File: src/sv/ace_pkg.sv
// types, codes and defaults of the address-resolution cache
package ace_pkg;

    localparam int ENTRIES_DEF = 64;
    localparam int SLOT_W      = 6;
    localparam logic [31:0] TIMEOUT_RST = 32'd10000;

    localparam logic [1:0] REQ_TICK   = 2'd0;
    localparam logic [1:0] REQ_LEARN  = 2'd1;
    localparam logic [1:0] REQ_LOOKUP = 2'd2;

    typedef struct packed {
        logic [1:0]  req_type;
        logic [31:0] ip_addr;
        logic [47:0] hw_addr;
    } ace_in_t;

    typedef struct packed {
        logic              hit;
        logic [47:0]       mac_out;
        logic [SLOT_W-1:0] slot;
        logic              replaced;
    } ace_out_t;

    typedef struct packed {
        logic [31:0] ip;
        logic [47:0] mac;
        logic [31:0] stamp;
    } ace_entry_t;

    typedef enum logic [1:0] {
        ST_IDLE,
        ST_SCAN,
        ST_WRITE,
        ST_DONE
    } ace_state_t;

endpackage

File: src/sv/ace_ctrl.sv
// scan sequencer: timeout and clock registers, match and oldest search, write-back, result register
module ace_ctrl
    import ace_pkg::*;
#(
    parameter int ENTRIES = ENTRIES_DEF,
    localparam int IDX_W = (ENTRIES > 1) ? $clog2(ENTRIES) : 1
) (
    input  logic             aclk,
    input  logic             aresetn,
    input  logic             s_valid,
    output logic             s_ready,
    input  ace_in_t          s_data,
    output logic             m_valid,
    input  logic             m_ready,
    output ace_out_t         m_data,
    input  logic             cfg_valid,
    input  logic [31:0]      cfg_data,
    output logic             rd_en,
    output logic [IDX_W-1:0] rd_addr,
    input  ace_entry_t       rd_data,
    output logic             wr_en,
    output logic [IDX_W-1:0] wr_addr,
    output ace_entry_t       wr_data
);
    localparam logic [IDX_W:0] CNT_END = (IDX_W+1)'(ENTRIES);

    ace_state_t       state_reg, state_next;
    logic [31:0]      timeout_reg;
    logic [31:0]      now_reg, now_next;
    ace_in_t          req_reg, req_next;
    logic [IDX_W:0]   cnt_reg, cnt_next;
    logic             pend_reg, pend_next;
    logic [IDX_W-1:0] pidx_reg, pidx_next;
    logic             found_reg, found_next;
    logic [IDX_W-1:0] fidx_reg, fidx_next;
    logic [47:0]      fmac_reg, fmac_next;
    logic [31:0]      btime_reg, btime_next;
    logic [IDX_W-1:0] bidx_reg, bidx_next;
    ace_out_t         res_reg, res_next;
    ace_out_t         out_reg, out_next;
    logic             ovld_reg, ovld_next;

    logic [31:0]         age;
    logic                fresh;
    logic [IDX_W-1:0]    sel_idx;
    logic [IDX_W+SLOT_W-1:0] slot_ext;

    assign age      = now_reg - rd_data.stamp;
    assign fresh    = (rd_data.ip == req_reg.ip_addr) && (age < timeout_reg);
    assign sel_idx  = found_reg ? fidx_reg : bidx_reg;
    assign slot_ext = {{SLOT_W{1'b0}}, sel_idx};

    always_ff @(posedge aclk) begin
        if (!aresetn) begin
            state_reg   <= ST_IDLE;
            timeout_reg <= TIMEOUT_RST;
            now_reg     <= '0;
            pend_reg    <= 1'b0;
            ovld_reg    <= 1'b0;
        end else begin
            state_reg <= state_next;
            now_reg   <= now_next;
            pend_reg  <= pend_next;
            ovld_reg  <= ovld_next;
            if (cfg_valid) begin
                timeout_reg <= cfg_data;
            end
        end
    end

    always_ff @(posedge aclk) begin
        req_reg   <= req_next;
        cnt_reg   <= cnt_next;
        pidx_reg  <= pidx_next;
        found_reg <= found_next;
        fidx_reg  <= fidx_next;
        fmac_reg  <= fmac_next;
        btime_reg <= btime_next;
        bidx_reg  <= bidx_next;
        res_reg   <= res_next;
        out_reg   <= out_next;
    end

    always_comb begin
        state_next = state_reg;
        now_next   = now_reg;
        req_next   = req_reg;
        cnt_next   = cnt_reg;
        pend_next  = 1'b0;
        pidx_next  = pidx_reg;
        found_next = found_reg;
        fidx_next  = fidx_reg;
        fmac_next  = fmac_reg;
        btime_next = btime_reg;
        bidx_next  = bidx_reg;
        res_next   = res_reg;
        out_next   = out_reg;
        ovld_next  = ovld_reg && !m_ready;
        rd_en      = 1'b0;
        rd_addr    = cnt_reg[IDX_W-1:0];
        wr_en      = 1'b0;
        wr_addr    = sel_idx;
        wr_data.ip    = req_reg.ip_addr;
        wr_data.mac   = req_reg.hw_addr;
        wr_data.stamp = now_reg;

        case (state_reg)
            ST_IDLE: begin
                if (s_valid) begin
                    req_next   = s_data;
                    res_next   = '0;
                    cnt_next   = '0;
                    found_next = 1'b0;
                    case (s_data.req_type)
                        REQ_TICK: begin
                            now_next   = now_reg + 32'd1;
                            state_next = ST_DONE;
                        end
                        REQ_LEARN, REQ_LOOKUP: begin
                            state_next = ST_SCAN;
                        end
                        default: begin
                            state_next = ST_DONE;
                        end
                    endcase
                end
            end
            ST_SCAN: begin
                rd_en = (cnt_reg < CNT_END);
                if (rd_en) begin
                    cnt_next  = cnt_reg + {{IDX_W{1'b0}}, 1'b1};
                    pend_next = 1'b1;
                    pidx_next = cnt_reg[IDX_W-1:0];
                end
                if (pend_reg) begin
                    if (fresh && !found_reg) begin
                        found_next = 1'b1;
                        fidx_next  = pidx_reg;
                        fmac_next  = rd_data.mac;
                    end
                    // strict compare keeps the lowest slot among equal stamps
                    if (pidx_reg == '0 || rd_data.stamp < btime_reg) begin
                        btime_next = rd_data.stamp;
                        bidx_next  = pidx_reg;
                    end
                end
                if (!rd_en && !pend_reg) begin
                    if (req_reg.req_type == REQ_LEARN) begin
                        state_next = ST_WRITE;
                    end else begin
                        res_next.hit      = found_reg;
                        res_next.mac_out  = found_reg ? fmac_reg : '0;
                        res_next.slot     = found_reg ? slot_ext[SLOT_W-1:0] : '0;
                        res_next.replaced = 1'b0;
                        state_next        = ST_DONE;
                    end
                end
            end
            ST_WRITE: begin
                wr_en             = 1'b1;
                res_next.hit      = found_reg;
                res_next.mac_out  = '0;
                res_next.slot     = slot_ext[SLOT_W-1:0];
                res_next.replaced = !found_reg;
                state_next        = ST_DONE;
            end
            ST_DONE: begin
                if (!ovld_reg || m_ready) begin
                    out_next   = res_reg;
                    ovld_next  = 1'b1;
                    state_next = ST_IDLE;
                end
            end
            default: begin
                state_next = ST_IDLE;
            end
        endcase
    end

    assign s_ready = (state_reg == ST_IDLE);
    assign m_valid = ovld_reg;
    assign m_data  = out_reg;

endmodule

File: config.mk
export PLATFORM = sky130hd
export DESIGN_NAME = ace_ctrl
export DESIGN_NICKNAME = d
export VERILOG_FILES = /design/src/sv/ace_pkg.sv /design/src/sv/ace_ctrl.sv
export SDC_FILE = /design/constraint.sdc
export NUM_CORES = 1
export LEC_CHECK = 0
export BUFFER_PORTS_ARGS = -buffer_cell sky130_fd_sc_hd__buf_2
export CORE_MARGIN = 4
export CORE_UTILIZATION = 41
export CTS_CLUSTER_DIAMETER = 150
export CTS_CLUSTER_SIZE = 16
export DETAILED_ROUTE_END_ITERATION = 7
export PLACE_DENSITY = 0.72
export SETUP_SLACK_MARGIN = 0.2
export SYNTH_ARGS = -nofsm -noshare
export SYNTH_HDL_FRONTEND = slang
export SYNTH_SLANG_ARGS = --single-unit
File: constraint.sdc
create_clock -name aclk -period 14.41 [get_ports aclk]
set_clock_uncertainty 0.1 [all_clocks]
set_input_delay 1.441 -clock aclk [delete_from_list [all_inputs] [get_ports aclk]]
set_output_delay 1.441 -clock aclk [all_outputs]
set_load 0.02 [all_outputs]
==> Word level (Yosys, flattened, before mapping) <==
Cells that the tools add are included.
{ "op_classes": {"n_addsub": 3, "order_cmp": 3, "eq_ne": 14, "muxes": 25, "reduce_logical": 28} }
{ "op_table": {"columns": ["op", "count"], "rows": [
  ["2-to-1 mux 56 bit", 3],
  ["case mux 56 bit (3 select lines)", 1],
  ["< comparator 32 bit", 2],
  ["2-to-1 mux 48 bit", 1],
  ["adder 32 x 1 -> 32 bit, second input constant", 1],
  ["equality test 32 bit", 1],
  ["subtractor 32 bit", 1],
  ["AND reduction 3 bit", 5],
  ["2-to-1 mux 7 bit", 2],
  ["inequality test 2 bit, second input constant", 7],
  ["case mux 7 bit (2 select lines)", 1],
  ["2-to-1 mux 6 bit", 2],
  ["2-to-1 mux 1 bit", 9],
  ["2-to-1 mux 2 bit", 4],
  ["case mux 2 bit (4 select lines)", 1],
  ["AND reduction 2 bit", 4],
  ["AND reduction 4 bit", 2],
  ["adder 7 x 1 -> 7 bit, second input constant", 1],
  ["< comparator 7 bit, second input constant", 1],
  ["equality test 2 x 1 -> 1 bit, second input constant", 3],
  ["equality test 2 bit, second input constant", 3],
  ["logical NOT 6 bit", 1],
  ["logical NOT 1 bit", 5],
  ["logical AND 1 bit", 4],
  ["other kinds (6)", 8]
]} }
{ "word_totals": {"register_bits": 368, "inputBits": 231, "out_inout_bits": 184, "word_cells": 96} }

==> Logic depth before layout (Yosys ltp) <==
Gate-level depths: netlist (run 1).
{ "logic_depth": {"word_depth": 7, "depth_mapped": 19, "mapped_depth_nobuf": 19} }

==> Least setup slack after synthesis (run 1) <==
OpenSTA, ideal clock, no wires.
{ "synth_path": {"path_kind": "input to register", "start": "in s_valid", "end": "reg res_reg[0] (netlist bit), enable pin", "setup_time_ns": 0.571, "arrival_ns": 5.883, "required_time_ns": 13.739, "path_slack_ns": 7.856, "cell_stages": 3, "n_path_buf": 0, "path_cell_list": "nand2b_1 nand2_1 a311oi_1"} }
{ "synth_via": {"elab_chain_len": 2} }
{ "synth_rtl": {"columns": ["element", "line", "rtl"], "rows": [
  ["start, declared", "ace_ctrl.sv:10", "input logic s_valid,"],
  ["inequality test 2 bit (no source line)", null, null],
  ["AND reduction 4 bit (no source line)", null, null],
  ["end signal, assigned", "ace_ctrl.sv:80", "res_reg <= res_next;"],
  ["end, declared", "ace_ctrl.sv:39", "ace_out_t res_reg, res_next;"]
]} }
No other way between the ends.
A chain may end at the register's enable or synchronous reset.

==> Worst setup path after layout (run 1) <==
{ "layout_path": {"start": "in rd_data[4] (netlist bit)", "end": "reg fidx_reg[4], enable pin"} }
{ "layout_via": {"elab_chain_len": 5} }
{ "layout_rtl": {"columns": ["element", "line", "rtl"], "rows": [
  ["start, declared", "ace_ctrl.sv:20", "input ace_entry_t rd_data,"],
  ["subtractor 32 bit", "ace_ctrl.sv:48", "assign age = now_reg - rd_data.stamp;"],
  ["< comparator 32 bit", "ace_ctrl.sv:49", "assign fresh = (rd_data.ip == req_reg.ip_addr) && (age < timeout_reg);"],
  ["logical AND 1 bit", "ace_ctrl.sv:49", null],
  ["logical AND 1 bit", "ace_ctrl.sv:136", "if (fresh && !found_reg) begin"],
  ["AND reduction 3 bit (no source line)", null, null],
  ["end signal, assigned", "ace_ctrl.sv:76", "fidx_reg <= fidx_next;"],
  ["end, declared", "ace_ctrl.sv:35", "logic [IDX_W-1:0] fidx_reg, fidx_next;"]
]} }
No other way between the ends.

==> metrics, run 1 <==
status finished clean; post-synthesis mux area share 2.180%; count of input and output buffers just over 400; setup TNS 0 ns; maximum capacitance violations 0; Leakage 8.380 nW; Initial DRC Count 645; initial antenna violation count 13; Hold Crit Start res_reg[6]; Post-synth EDFFs 300; DRT Wirelength 40.80 mm; min Tclk post-route between 5 and 6 ns; largest family of logic cells by synthesized area simple AND/OR/NAND/NOR gates; Overflow after GRT 0; average vias per placed instance 4.971; Mapped Avg Cell Area between 10 and 15 um2; routability congestion estimate roughly 0.88; slowest stage delay, CP 0.59 ns; wire length per cell 18.64 um; critical path arrival 5.80 ns; CTS-repair resized insts 0; CTS H-tree depth 1; Max Clock Freq 175.2 MHz; Fin. Hold Viols 0; effective utilization at floorplan between 40% and 50%; # Post-CTS Setup Buffers 0; flip-flop count of the largest register after layout 80; CTS buffer count 26; IO Pins 415; pwr/cell area 140.6 nW/um2; First-pass DRT Iterations 5; Slew Limit Fails 0; Slowest-stage cell, CP a2111oi_1; setup ws final about 8.7 ns; clock buffer depth 3; global-route wire length before repair 62.45 mm; Setup Viol. Count Final 0; worst-margin pin slew 1.112 ns; post-synthesis adder-cell area fraction 7.533%; DR DRC count 0; Post-Synth Simple-Gate Area under 10%; leading area contributor after synthesis edfxtp_1; worst hold path depth 0; WS Path Type in -> reg; CP required between 10 and 15 ns; critical path peak fanout 54; CTS tree yes; xor and xnor area share after synthesis 4.931%; CP Capture Type flip-flop; reg2reg start now_reg[0]; die height 210.9 um; commonest non-fill, non-tap cell in the layout buf_2; IR drop worst, VDD 103.2 uV; CTS sink count ~370; largest net degree at the start of global routing 74; HP Class reg -> reg; syn nets 1637; synth unique cells a little under 60; Reg2Reg Depth 17; Yosys reg bits around 370; DIE WIDTH 210.9 um; clock root cell clkbuf_16; most frequent cells in the layout 414 x buf_2, 300 x edfxtp_1, 112 x inv_1; Tcrit/Tclk final 39.60%; Most used DFF post-synth edfxtp_1; startpoint types primary input; Synth Area in Compound Gates 7.200%; Seq/Total Area, Yosys 61.45%; crit-path cells buf_2 > inv_1 > ha_1 > nand2_1 > a211o_1 > a311o_1 > a31o_2 > o21a_1 > o21a_1 > o211ai_1 > ha_1 > a2111oi_1 > nand2_1 > nor3_1 > o2111a_2 > buf_4; die area 44470 um2; clk_lat worst skew 0.58 ns; FP Rows between 70 and 80; unrepaired setup endpoints after global routing false; synthesized instance count 1305; Async SR Flop Fraction 0%; Final #Nets approximately 2000; Yosys top cell area share 53.38%; vias in the first global route between 10000 and 15000; synth-to-layout area growth 16.68%; DP Wirelength between 30 and 40 mm; Hold Crit Endpoint m_data[6]; Syn. warnings 0; R2R setup slack 9.21 ns; hold buffers post-CTS 0; Slew headroom between 20% and 30%; Mapped Area 16870 um2; setup slack at placement 8.011 ns; Final ANT Viol Nets 0; vias 10881; Synth area leaders edfxtp_1 53%, dfxtp_1 8.1%, ha_1 7.4%; global-route usage over all layers 17.81%; Placeable Area 40740 um2; clock-pin slew on the worst setup and hold paths about 0.070 ns; capturing point of the worst reg2reg path fidx_reg[4]; ratio of cells with drive above 1 in the final layout between 20% and 30%
worst max-delay path: cells and delay by family:
family,cells,cell delay [ns]
compound gates,8,2.54
buf+inv,3,0.69
fa+ha+maj,2,0.62
simple gates,3,0.45
worst max-delay path by stage:
stage,from,end,slack (ns)
final,rd_data[4],fidx_reg[4],8.70
after global routing,rd_data[0],found_reg,8.42
after CTS,rd_data[4],found_reg,8.64
after detailed placement,rd_data[4],found_reg,8.01
after global placement,rd_data[4],found_reg,8.16
after floorplan,s_valid,res_reg[0],7.86
cell type report:
class                   count  area [um2]
clock inverters             1       30.03
diodes                      7       17.52
flip-flops and latches    368       10370
clock buffers              34       680.7
repair buffers            420        2117
inverters                 112       420.4
well taps                 532       665.6
multi-input cells         715        5389
fillers                  3608       21050
metal layers:
| layer | global-route usage, % | vias to the layer above | wire length, um |
|---|---|---|---|
| met5 | 0 | - | 105 |
| met2 | 30.06 | 374 | 19600 |
| met3 | 4.322 | 62 | 3333 |
| met1 | 23.34 | 5170 | 16870 |
| met4 | 4.382 | 16 | 900 |
| li1 | - | 5259 | - |
metrics by stage:
step | hold WS [ns] | cell area [um2] | power [mW] | cells | util [%]
2_1_floorplan | 0.3003 | 16870 | 1.956 | 1305 | -
3_3_place_gp | 0.3001 | 18960 | 2.101 | 2147 | 46.54
3_5_place_dp | 0.3045 | 18960 | 2.123 | 2147 | 46.54
4_1_cts | 0.3210 | 19670 | 2.805 | 2182 | 48.29
5_1_grt | 0.3265 | 19680 | 2.911 | 2183 | 48.30
6_report | 0.3176 | 19690 | 2.769 | 2189 | 48.33
kinds of logic (layout without fill, tap and decap cells):
group           count (synthesis)  in the layout
compound gates                180            180
xor+xnor                       95             95
fa+ha+maj                     101            101
buf+inv                       222            567
flops                         368            368
mux                            36             36
other cells                     0              7
simple gates                  303            303
report_power, final:
part / internal, mW / switching [mW] / leakage [nW] / total (mW)
Clock: 0.330 / 0.350 / 0.341 / 0.680
Sequential: 1.42 / 0.0765 / 3.39 / 1.50
Combinational: 0.183 / 0.406 / 4.65 / 0.589
synth_stat cells (8+ instances only):
master and n:
nor2b_1 37, a31oi_1 8, nor4_1 15, nand3_1 20, a21o_1 34, clkbuf_1 23, nor3_1 8, nand4_1 23
ha_1 100, edfxtp_1 300, xnor2_1 49, inv_1 112, nor2_1 39, a21oi_1 45, dfxtp_1 68, nand2_1 46
xor2_1 46, and3_1 13, and2_1 86, buf_4 86, a211oi_1 8, o211ai_1 10, o21a_1 9, o21ai_0 26
mux2i_1 30
Power figures use the tool's default switching activity.
==> run 2: changes to the inputs <==
--- a/config.mk
+++ b/config.mk
@@ -11,7 +11,7 @@
 export CTS_CLUSTER_DIAMETER = 150
 export CTS_CLUSTER_SIZE = 16
 export DETAILED_ROUTE_END_ITERATION = 7
-export PLACE_DENSITY = 0.72
+export PLACE_DENSITY = 0.74
 export SETUP_SLACK_MARGIN = 0.2
 export SYNTH_ARGS = -nofsm -noshare
 export SYNTH_HDL_FRONTEND = slang
==> constraint.sdc (replaced) <==
create_clock -name aclk -period 4.6 [get_ports aclk]
set_clock_uncertainty 0.1 [all_clocks]
set_input_delay 0.46 -clock aclk [delete_from_list [all_inputs] [get_ports aclk]]
set_output_delay 0.46 -clock aclk [all_outputs]
set_load 0.02 [all_outputs]
==> run 2 against run 1 <==
- clock power grew to 3.2 times the previous value
- via count rose by 9.3%
- global-route usage rose by 1.4 points
- die area stayed put
- first-iteration DRC count grew 3.9%
- worst hold slack lost 0.29 ns
- combinational power increased to 3.4 times the previous value
- non-clock buffer count is 190 higher
- critical path type is now reg -> reg
- highest routed layer unchanged
==> metrics, run 2 (synthesis gave the netlist of run 1 again) <==
status finished clean; Reg area 10380 um2 (about the same); CTS sink count 368 (unchanged); fin cells 2387 (+9.0%); fillers 3346 (-7.3%); IR drop worst, VDD 338.7 uV (+230%); Slew Limit Fails 0 (unchanged); CTS buffer count 26 (unchanged); global-route usage over all layers 19.17% (+1.4 points); commonest non-fill, non-tap cell in the layout buf_2; placed cells 2166 (+0.88%); DP Wirelength 32.71 mm (+2.5%); Int Pwr 6.230 mW (+220%); min Tclk post-route around 4.4 ns; clk_lat worst skew 0.58 ns (about the same); Final #Nets 2165 (+9.6%); Psw 2.697 mW (+220%); Placeable Area 40740 um2 (unchanged); CP Capture Type flip-flop; multi-input combinational cell area 5609 um2 (+4.1%); FP Rows 74 (unchanged); CP required 4.81 ns (-9.70 ns); Fin. Hold Viols 0 (unchanged); clock network power share 24.5% (about the same); critical path arrival 4.58 ns (-1.22 ns); Final ANT Viol Nets 0 (unchanged); vias 11893 (+9.3%); DRT Wirelength 44.55 mm (+9.2%); largest net degree at the start of global routing 69 (-6.8%); Tcrit/Tclk final 94.86%; switch share 30.21% (+0.17 points); pwr/cell area 408.2 nW/um2 (+190%); die area 44470 um2 (unchanged); startpoint types flip-flop; critical path peak fanout 22 (-59%); setup TNS 0 ns (unchanged); clock buffer depth 3 (unchanged); WS Path Type reg -> reg; Seq pwr share 52.9% (-1.3 points); synth-to-layout area growth 29.60%; First-pass DRT Iterations 5 (unchanged); Max Clock Freq 229.2 MHz; flip-flop count of the largest register after layout 80 (unchanged); total power 8.927 mW (+220%); effective utilization at floorplan 41.42% (unchanged); unrepaired setup endpoints after global routing true; worst-margin pin slew 1.083 ns (-0.02884 ns); setup slack at placement -0.2532 ns (-8.264 ns); CTS H-tree depth 1 (unchanged); combinational power share 22.7% (+1.4 points); Initial DRC Count 670 (+3.9%); Leakage 9.245 nW (+10%); R2R setup slack 0.24 ns (-8.97 ns); clock-pin slew on the worst setup and hold paths 0.08 ns (about the same); DIE WIDTH 210.9 um (unchanged); Slew headroom 27.77% (+1.9 points); IO Pins 415 (unchanged); initial antenna violation count 10 (-3); average vias per placed instance 4.982 (+0.23%); CTS tree yes; HP Class in -> reg; die height 210.9 um (unchanged); ratio of cells with drive above 1 in the final layout 28.67% (+0.49 points); setup ws final 0.2366 ns (-8.467 ns); DR DRC count 0 (unchanged); Hold Slack 0.02953 ns (-0.2881 ns); Setup Viol. Count Final 0 (unchanged); clock root cell clkbuf_16; wire length per cell 18.66 um (+0.12%); global-route wire length before repair 67.17 mm (+7.6%); Overflow after GRT 0 (unchanged); routability congestion estimate 0.9030 (+3.1%); count of input and output buffers 414 (unchanged); most frequent cells in the layout 414 x buf_2, 300 x edfxtp_1, 162 x dlygate4sd3_1; maximum capacitance violations 0 (unchanged); vias in the first global route 12258 (+11%)
==> run 2: cell types whose count changed in the layout (fill, tap and decap cells not counted), moves of 4 or more <==
cell,before,now
a21oi_1,45,41
buf_12,0,4
buf_4,6,29
clkbuf_1,8,20
dfxtp_1,68,64
diode_2,7,3
dlygate4sd3_1,0,162
ha_1,100,91
ha_4,0,6
inv_1,112,107
o21ai_0,25,20
o21ai_1,3,7
==> run 2: worst paths after layout <==
kind                      from               to  cells after the start
setup / recovery    now_reg[0]     fmac_reg[43]                     19
hold / removal    cfg_data[10]  timeout_reg[10]                      3
setup reg to reg    now_reg[0]     fmac_reg[43]                     19
hold reg to reg    res_reg[12]       m_data[12]                      0
==> run 2: metrics by stage <==
stage / utilization [%] / area, um2
6_report: 53.68 / 21870
5_1_grt: 53.66 / 21860
4_1_cts: 53.39 / 21750
3_5_place_dp: 47.28 / 19260
3_3_place_gp: 47.28 / 19260
2_1_floorplan: - / 17000
==> run 2: worst max-delay path, stage by stage, from the launching register on <==
cell	delay (ns)
dfxtp_4	0.35
inv_4	0.06
ha_4	0.13
inv_2	0.04
fa_2	0.42
a21oi_4	0.15
o21ai_2	0.09
o21a_2	0.26
nand2b_1	0.16
a21oi_1	0.18
xnor2_1	0.10
ha_1	0.30
nand4_1	0.13
or4_1	0.56
o221ai_2	0.16
o21ai_1	0.11
a211o_1	0.32
o2111a_2	0.16
buf_12	0.14
buf_12	0.15
==> run 2: timing repair <==
action                                 in CTS  in global routing
pin swaps                                  11                 14
gates resized for setup                    13                 18
hold buffers                              162                  0
buffers inserted                            4                  4
endpoints found under the hold margin     162                  0
cloned                                      1                  0
setup endpoints to repair                  55                 55
==> run 2: power by group through the flow <==
stage	registers, mW	clock network [mW]	logic (mW)
after floorplan	4.82	0	1.30
after global placement	4.75	0	1.85
after detailed placement	4.79	0	1.90
after CTS	4.72	2.26	2.02
after global routing	4.77	2.40	2.18
final	4.72	2.19	2.02
==> run 2: layout make-up <==
type,count,area share (%)
sequential,368,47.45
clock inverter,1,0.1373
clock buffer,46,3.318
inverter,112,1.991
tap,532,3.044
multi-input combinational,715,25.65
antenna,3,0.03433
timing repair buffer,610,18.38
==> run 2: metal layers <==
layer  GRT usage, %  vias up  share of wire [%]
met2          33.16      478                 49
met4          6.349       14                3.5
li1               -     5630                  -
met5              0        -               0.16
met1          23.31     5674                 39
met3          5.273       97                8.6
